[src/hdl/pbgg_pkg.sv]
`timescale 1ns / 1ps
`default_nettype none

package pbgg_pkg;

   // Geometry of the display cells and of the bar.
   localparam int PIXELS_PER_CELL = 6;
   localparam int MAX_BAR_CELLS   = 64;

   // Field widths of the request and result words.
   localparam int PROG_W  = 8;
   localparam int LEN_W   = 7;
   localparam int GLYPH_W = 3;
   localparam int CELL_W  = 6;

   // Packed word widths, padded to whole bytes.
   localparam int REQ_DATA_W = 24;
   localparam int RSP_DATA_W = 16;

   // Internal widths derived from the geometry.
   localparam int MAX_TOTAL = MAX_BAR_CELLS * PIXELS_PER_CELL;
   localparam int TOTAL_W   = $clog2(MAX_TOTAL + 6);
   localparam int PROD_W    = $clog2(((2 ** PROG_W) - 1) * MAX_TOTAL + 1);
   localparam int BITCNT_W  = $clog2(PROD_W);

   // Glyph codes.
   localparam logic [GLYPH_W-1:0] EMPTY_GLYPH = 3'd0;
   localparam logic [GLYPH_W-1:0] FULL_GLYPH  = 3'd5;

   // A cell counts as full once five pixels past its start are covered.
   localparam int FULL_OFFSET = 5;

   typedef enum logic [1:0] {
      ST_IDLE,
      ST_MUL,
      ST_DIV,
      ST_EMIT
   } state_type;

endpackage

`default_nettype wire

[src/hdl/progress_bar_glyph_generator_top.sv]
`timescale 1ns / 1ps
`default_nettype none

// Progress bar glyph generator. Each request word carries a progress value, a
// maximum and a bar length in character cells; the block answers with one
// result word per cell, cell 0 first, holding the custom glyph code for that
// cell (0 empty, 1 to 4 partial, 5 full) and its index, with tlast on the final
// cell. The filled pixel count is progress * length * 6 / maximum, divided
// exactly and clamped to the full bar; a zero maximum draws a full bar, a zero
// length produces no result words, and lengths above 64 are treated as 64.
// A request goes through these steps in order: accept, multiply, then the
// bit-serial restoring divider, which resolves one quotient bit per cycle,
// and then the cell words, one per cell. A zero maximum bypasses the divider.
// The block handles one request at a time and holds req_tready low until the
// last cell word has been taken.
module progress_bar_glyph_generator_top (
   input  wire logic                           clock,
   input  wire logic                           reset,
   // req_tdata fields, lowest bit first: progress[7:0], max_progress[15:8],
   // bar_length[22:16], zero padding[23].
   input  wire logic [pbgg_pkg::REQ_DATA_W-1:0] req_tdata,
   input  wire logic                           req_tvalid,
   output logic                                req_tready,
   // rsp_tdata fields, lowest bit first: glyph_code[2:0], cell_index[8:3],
   // zero padding[15:9]. The last_cell field travels as rsp_tlast.
   output logic [pbgg_pkg::RSP_DATA_W-1:0]     rsp_tdata,
   output logic                                rsp_tlast,
   output logic                                rsp_tvalid,
   input  wire logic                           rsp_tready
);

   import pbgg_pkg::*;

   // Request fields.
   logic [PROG_W-1:0] req_progress;
   logic [PROG_W-1:0] req_max;
   logic [LEN_W-1:0]  req_length;
   logic [LEN_W-1:0]  len_sat;

   assign req_progress = req_tdata[PROG_W-1:0];
   assign req_max      = req_tdata[2*PROG_W-1:PROG_W];
   assign req_length   = req_tdata[2*PROG_W+LEN_W-1:2*PROG_W];

   // Lengths beyond the largest bar saturate.
   assign len_sat = (req_length > LEN_W'(MAX_BAR_CELLS)) ? LEN_W'(MAX_BAR_CELLS) : req_length;

   // Control state.
   state_type state_ff, state_in;

   // Datapath registers.
   logic [PROG_W-1:0]   prog_ff,  prog_in;
   logic [PROG_W-1:0]   maxp_ff,  maxp_in;
   logic [LEN_W-1:0]    len_ff,   len_in;
   logic [TOTAL_W-1:0]  total_ff, total_in;
   logic [PROD_W-1:0]   quo_ff,   quo_in;
   logic [PROG_W-1:0]   rem_ff,   rem_in;
   logic [BITCNT_W-1:0] bit_ff,   bit_in;
   logic [TOTAL_W-1:0]  count_ff, count_in;
   logic [CELL_W-1:0]   cell_ff,  cell_in;
   logic [TOTAL_W-1:0]  start_ff, start_in;

   logic req_fire;
   logic rsp_fire;
   logic last_cell;

   // Divider step: shift in the next dividend bit and try to subtract.
   logic [PROG_W:0]   rem_shift;
   logic [PROG_W:0]   rem_diff;
   logic              quo_bit;
   logic [PROD_W-1:0] quo_step;

   assign rem_shift = {rem_ff, quo_ff[PROD_W-1]};
   assign rem_diff  = rem_shift - {1'b0, maxp_ff};
   assign quo_bit   = (rem_shift >= {1'b0, maxp_ff});
   assign quo_step  = {quo_ff[PROD_W-2:0], quo_bit};

   // Glyph selection for the current cell. A partial cell's code is the
   // count minus the cell's first pixel, which equals count mod the cell
   // width because the start is a multiple of it and the difference is small.
   logic [TOTAL_W-1:0] pix_left;
   logic [GLYPH_W-1:0] glyph;

   assign pix_left = count_ff - start_ff;

   always_comb begin
      if ((start_ff + TOTAL_W'(FULL_OFFSET)) <= count_ff) begin
         glyph = FULL_GLYPH;
      end else if (start_ff > count_ff) begin
         glyph = EMPTY_GLYPH;
      end else begin
         glyph = pix_left[GLYPH_W-1:0];
      end
   end

   assign last_cell = ({1'b0, cell_ff} == (len_ff - LEN_W'(1)));
   assign req_fire  = req_tvalid && req_tready;
   assign rsp_fire  = rsp_tvalid && rsp_tready;

   // Next state.
   always_comb begin
      state_in = state_ff;
      case (state_ff)
         ST_IDLE: begin
            if (req_tvalid && (len_sat != '0)) begin
               state_in = ST_MUL;
            end
         end
         ST_MUL: begin
            if (maxp_ff == '0) begin
               state_in = ST_EMIT;
            end else begin
               state_in = ST_DIV;
            end
         end
         ST_DIV: begin
            if (bit_ff == '0) begin
               state_in = ST_EMIT;
            end
         end
         ST_EMIT: begin
            if (rsp_tready && last_cell) begin
               state_in = ST_IDLE;
            end
         end
         default: begin
            state_in = ST_IDLE;
         end
      endcase
   end

   // Handshake outputs.
   always_comb begin
      req_tready = 1'b0;
      rsp_tvalid = 1'b0;
      case (state_ff)
         ST_IDLE: begin
            req_tready = 1'b1;
         end
         ST_EMIT: begin
            rsp_tvalid = 1'b1;
         end
         default: begin
            req_tready = 1'b0;
            rsp_tvalid = 1'b0;
         end
      endcase
   end

   assign rsp_tdata = {{(RSP_DATA_W - GLYPH_W - CELL_W){1'b0}}, cell_ff, glyph};
   assign rsp_tlast = last_cell;

   // Datapath next values.
   always_comb begin
      prog_in  = prog_ff;
      maxp_in  = maxp_ff;
      len_in   = len_ff;
      total_in = total_ff;
      quo_in   = quo_ff;
      rem_in   = rem_ff;
      bit_in   = bit_ff;
      count_in = count_ff;
      cell_in  = cell_ff;
      start_in = start_ff;

      if (req_fire) begin
         prog_in  = req_progress;
         maxp_in  = req_max;
         len_in   = len_sat;
         total_in = TOTAL_W'(len_sat) * TOTAL_W'(PIXELS_PER_CELL);
         cell_in  = '0;
         start_in = '0;
      end

      if (state_ff == ST_MUL) begin
         quo_in   = PROD_W'(prog_ff) * PROD_W'(total_ff);
         rem_in   = '0;
         bit_in   = BITCNT_W'(PROD_W - 1);
         // A zero maximum draws the whole bar.
         count_in = total_ff;
      end

      if (state_ff == ST_DIV) begin
         quo_in = quo_step;
         rem_in = quo_bit ? rem_diff[PROG_W-1:0] : rem_shift[PROG_W-1:0];
         bit_in = bit_ff - BITCNT_W'(1);
         if (bit_ff == '0) begin
            // Progress above the maximum cannot overfill the bar.
            if (quo_step > PROD_W'(total_ff)) begin
               count_in = total_ff;
            end else begin
               count_in = quo_step[TOTAL_W-1:0];
            end
         end
      end

      if (rsp_fire && !last_cell) begin
         cell_in  = cell_ff + CELL_W'(1);
         start_in = start_ff + TOTAL_W'(PIXELS_PER_CELL);
      end
   end

   always_ff @(posedge clock) begin
      if (reset) begin
         state_ff <= ST_IDLE;
      end else begin
         state_ff <= state_in;
      end
   end

   always_ff @(posedge clock) begin
      prog_ff  <= prog_in;
      maxp_ff  <= maxp_in;
      len_ff   <= len_in;
      total_ff <= total_in;
      quo_ff   <= quo_in;
      rem_ff   <= rem_in;
      bit_ff   <= bit_in;
      count_ff <= count_in;
      cell_ff  <= cell_in;
      start_ff <= start_in;
   end

`ifndef SYNTHESIS
   // More cells follow a word that is not the last one.
   assert property (@(posedge clock) disable iff (reset)
      rsp_fire && !rsp_tlast |=> rsp_tvalid)
      else $error("bar ended before its last cell");

   // The block is free for a new request right after the last cell is taken.
   assert property (@(posedge clock) disable iff (reset)
      rsp_fire && rsp_tlast |=> req_tready && !rsp_tvalid)
      else $error("block not idle after last cell");

   // A request with cells goes through the multiply before any result.
   assert property (@(posedge clock) disable iff (reset)
      req_fire && (len_sat != '0) |=> !req_tready && !rsp_tvalid)
      else $error("request skipped the multiply cycle");

   // Glyph codes never exceed the full glyph.
   assert property (@(posedge clock) disable iff (reset)
      rsp_tvalid |-> (rsp_tdata[GLYPH_W-1:0] <= FULL_GLYPH))
      else $error("glyph code out of range");
`endif

endmodule

`default_nettype wire

[config.mk]
export PLATFORM = sky130hd
export DESIGN_NAME = progress_bar_glyph_generator_top
export DESIGN_NICKNAME = d
export VERILOG_FILES = /design/src/hdl/pbgg_pkg.sv /design/src/hdl/progress_bar_glyph_generator_top.sv
export SDC_FILE = /design/constraint.sdc
export NUM_CORES = 1
export LEC_CHECK = 0
export ABC_AREA = 1
export BUFFER_PORTS_ARGS = -buffer_cell sky130_fd_sc_hd__buf_2
export CORE_UTILIZATION = 60
export DETAILED_ROUTE_END_ITERATION = 16
export PLACE_DENSITY = 0.79
export SLEW_MARGIN = 20
export SYNTH_ARGS = -nofsm -noshare
export SYNTH_HDL_FRONTEND = slang
export SYNTH_SLANG_ARGS = --single-unit
[constraint.sdc]
create_clock -name clock -period 9.9 [get_ports clock]
set_input_delay 1.98 -clock clock [delete_from_list [all_inputs] [get_ports clock]]
set_output_delay 1.98 -clock clock [all_outputs]
set_load 0.02 [all_outputs]
## Word level (Yosys, flattened, before mapping)

Index checks and enable logic that the tools add are counted.

- Bits of input ports: 28
- Flip-flop bits (word level): 87
- Logic and storage cells: 70

- $add $sub $neg: 7
- Reduce and logical (&&, ||, !) cells: 13
- Multiplexer cells: 25
- Eq/ne operators: 7
- Multiply operators: 2
- $lt $le $gt $ge: 5

Operators by type and width:

| operator | count |
|---|---|
| $mux W9 | 6 |
| $mux W17 | 2 |
| $mux W8 | 3 |
| $add A9 B3 Y9 const B | 2 |
| $gt A17 B9 Y1 | 1 |
| $mul A8 B8 Y16 | 1 |
| $mux W6 | 2 |
| $mux W5 | 2 |
| $ge A9 B8 Y1 | 1 |
| $gt A9 B9 Y1 | 1 |
| $le A9 B9 Y1 | 1 |
| $logic_not A8 Y1 | 1 |
| $mul A7 B2 Y8 const B | 1 |
| $pmux W2 S4 | 1 |
| $sub A8 B8 Y8 | 1 |
| $eq A6 B7 Y1 | 1 |
| $gt A7 B7 Y1 const B | 1 |
| $mux W7 | 1 |
| $reduce_bool A7 Y1 | 1 |
| $sub A7 B1 Y7 const B | 1 |
| $add A6 B1 Y6 const B | 1 |
| $mux W2 | 3 |
| $mux W3 | 2 |
| $ne A2 B2 Y1 const B | 3 |
| 11 further kinds | 19 |

## Logic depth before layout (Yosys ltp)

- Depth in word-level cells: 6
- Mapped depth: 21

## Least setup slack after synthesis

No wires, ideal clock.

- Path kind: reg2reg
- Start: register total_ff[8]
- End: register quo_ff[13] (data pin)
- Path buffers: 1
- Slack: 5.627 ns
- Data arrival time: 4.005 ns
- Period minus slack after synthesis: 4.273 ns
- Setup time: 0.267 ns
- Stages on the path, launching flop included: 18
- Cells stage by stage: edfxtp_1 clkbuf_1 nand2_1 fa_1 fa_1 inv_1 fa_1 inv_1 fa_1 inv_1 ha_1 a21oi_1 a21boi_1 o21ai_0 nand2_1 nand3_1 nand3_1 o21ai_0

- Longest elaborated chain between the ends: 3

RTL lines:

| what | line | text |
|---|---|---|
| start, declared | progress_bar_glyph_generator_top.sv:54 | `logic [TOTAL_W-1:0] total_ff, total_in;` |
| start signal, assigned | progress_bar_glyph_generator_top.sv:214 | `total_ff <= total_in;` |
| $mul A8 B8 Y16 | progress_bar_glyph_generator_top.sv:175 | `quo_in = PROD_W'(prog_ff) * PROD_W'(total_ff);` |
| $mux W17 | progress_bar_glyph_generator_top.sv:174 | `if (state_ff == ST_MUL) begin` |
| $mux W17 | progress_bar_glyph_generator_top.sv:182 | `if (state_ff == ST_DIV) begin` |
| via quo_in[13] | progress_bar_glyph_generator_top.sv:55 | `logic [PROD_W-1:0] quo_ff, quo_in;` |
| end signal, assigned | progress_bar_glyph_generator_top.sv:215 | `quo_ff <= quo_in;` |
| end, declared | progress_bar_glyph_generator_top.sv:55 |  |

The timed path passes the listed nets, and every way through them passes these cells. The select of a mux whose other input is x is not followed.
A chain may end at the register's enable or synchronous reset.

## Final worst setup path

- Start: register total_ff[8]
- End: register quo_ff[14] (data pin)

Same word-level chain as after synthesis.

==> out/qor.yml <==
max_stage_delay_ns: 0.67
routabilityCongestion: 0.843
drive_gt1_share_pct: 9.27
final_hold_viol_count: 0
overflow: 0
cpLargestDelayFamily: "adder cells"
synth_area_leaders: "edfxtp_1 (29%), ha_1 (14%), fa_1 (10%), inv_1 (9.9%), nand2_1 (8.6%)"
clockBufferDepth: 2
reg2reg_slack_ns: 5.13
rows: 40
wl_per_cell_um: 13.2
dieArea_um2: 13100
syn_inst: 911
crit_type: "register to register"
cap_violations: 0
fmax_mhz: 210
io_buffers: 38
initial_core_util_pct: 62.2
die_h_um: 114
worstPathRequired_ns: 9.96
min_path_type: "register to register"
worst-slew-pin-transition_ns: 0.996
die_w_um: 114
critPathLaunch: "total_ff[8]"
grt_pass1_wl_mm: 25.0
grt_max_degree: 31
post-route-min-period_ns: 4.77
drv_slew: 0
crit_path_end_kind: "register"
rsz0062_at_grt: "no"
synth_edf_count: 74
crit_chain: "nand2_1 -> fa_1 -> fa_1 -> inv_1 -> fa_1 -> inv_1 -> fa_1 -> inv_1 -> ha_1 -> nand2_1 -> inv_1 -> a21boi_2 -> o21ai_0 -> nand2_1 -> nand2_1 -> nand2_1 -> nand3_1 -> o21ai_0"
vias: 5705
insertion_delay_ns: 0.36
crit_cells: 18
fin_nets: 1086
cts_tree: "done"
synth_top_cell_by_area: "edfxtp_1"
clock_skew_ns: 0.0151
holdWs_ns: 0.517
yosysMostFrequentCell: "inv_1"
drtPass1Iterations: 5
r2r-end: "quo_ff[14]"
path_buf_inv: 4
yosys_most_used_dff: "edfxtp_1"
drtIter0Drc: 351
crit_path_end: "quo_ff[14]"
setup_violations: 0
diodes: 0
core_um2: 12200
drt-total-wl_mm: 14.6
ys_warn_count: 0
cts_root_buf: "clkbuf_16"
placed_area_um2: 7820
cp_slowest_cell: "edfxtp_1"
dp_hpwl_mm: 11.2
dp.cells: 1091
cts_made_buffers: 9
reg2reg_depth: 18
ctsResizeCount: 0
grtUsageTotal_pct: 24.3
cp_max_fo: 10
netlist_area_um2: 7560
fin_cells: 1107
cts_sinks: 85
cp.arrival_ns: 4.84
clkTransAtPathRegs_ns: 0.07
avgSynthCellArea_um2: 8.30
antenna_left: 0
synth_top_area_share_pct: 29.4
cts-htree-levels: 3
antenna_found_initial: 0
ys_types: 45
area_growth_pct: 7.40
synthTopCellsByCount: "inv_1 (200), nand2_1 (174), ha_1 (86)"
ys_ff_latch: 85
async_flop_share_pct: 0
crit_path_start_kind: "register"
holdBufCountCts: 0
postLayoutCellArea_um2: 8120
grt_pass1_vias: 5488
ios: 47
tns_ns: 0
max_slew_margin_pct: 33.4
status: "complete, no violations"
via_per_inst: 5.15
postCtsSetupBuffers: 0
drc: 0
finalCritPeriodShare_pct: 48.2
cpMostUsedCell: "nand2_1"
seq_area_frac_synth_pct: 32.3
r2r_start: "total_ff[8]"
## cell type report
| type | instances | area [um2] |
|---|---|---|
| multi-input combinational | 596 | 4210 |
| fill | 1034 | 4040 |
| sequential | 85 | 2440 |
| inverter | 202 | 758 |
| clock buffer | 9 | 225 |
| tap | 168 | 210 |
| timing repair buffer | 40 | 205 |
| clock inverter | 7 | 72.6 |
## stage by stage
stage	utilization [%]	setup WS, ns
after global placement	64.3	5.24
after CTS	66.8	5.19
final	66.8	5.13
after global routing	66.8	4.87
after detailed placement	64.3	5.22
after floorplan	-	5.63
## layer usage
layer / part of all wire, % / vias to the layer above / wire length [um] / global-route usage [%]
met3: 4.7 / 23 / 693 / 4.08
met2: 46 / 120 / 6750 / 40.6
met5: 0 / - / 0 / 0
met1: 47 / 2641 / 6900 / 32.6
li1: - / 2921 / - / -
met4: 1.7 / 0 / 252 / 6.58
## cell families after synthesis
group	count (synthesis)	synth area share, %
compound gates	113	8.24
xor+xnor	31	3.59
fa+ha+maj	124	24.3
buf+inv	236	12.4
flops	85	32.3
other cells	1	0.0496
simple gates	321	19.2
## sequential cells by signal, indices dropped and copies added (netlist names)
register	cells
len_ff	7
total_ff	7
rem_ff	8
state_ff	2
cell_ff	6
quo_ff	17
start_ff	8
count_ff	9
maxp_ff	8
prog_ff	8
bit_ff	5
## how the worst min path moves through the flow
stage | slack (ns) | cells after the start | endpoint | from
floorplan | 0.48 | 2 | count_ff[0] | count_ff[0]
global placement | 0.51 | 2 | count_ff[0] | count_ff[0]
detailed placement | 0.51 | 2 | count_ff[0] | count_ff[0]
CTS | 0.52 | 2 | count_ff[0] | count_ff[0]
global route | 0.53 | 2 | count_ff[0] | count_ff[0]
finish | 0.52 | 2 | count_ff[0] | count_ff[0]
## cell usage in the layout (no fill, tap or decap), types with 4 or more instances in the layout
master,instances
a211oi_1,4
a21oi_1,47
buf_2,38
clkbuf_16,9
conb_1,7
dfxtp_1,11
edfxtp_1,74
fa_1,38
ha_1,86
inv_1,200
nand2_1,174
nand3_1,48
nand4_1,9
nor2_1,49
nor2_2,10
nor3_1,11
o21ai_0,43
o21ai_1,5
or2_2,4
xnor2_1,10
xor2_1,21
## worst min-delay path: stages, from the launching register on
cell     delay, ns
dfxtp_1       0.34
nand3_1       0.09
nand2_1       0.05
Power is left out: the tool's default activity adds up to more than one toggle a clock period on the data nets, which glitch-free logic cannot reach.
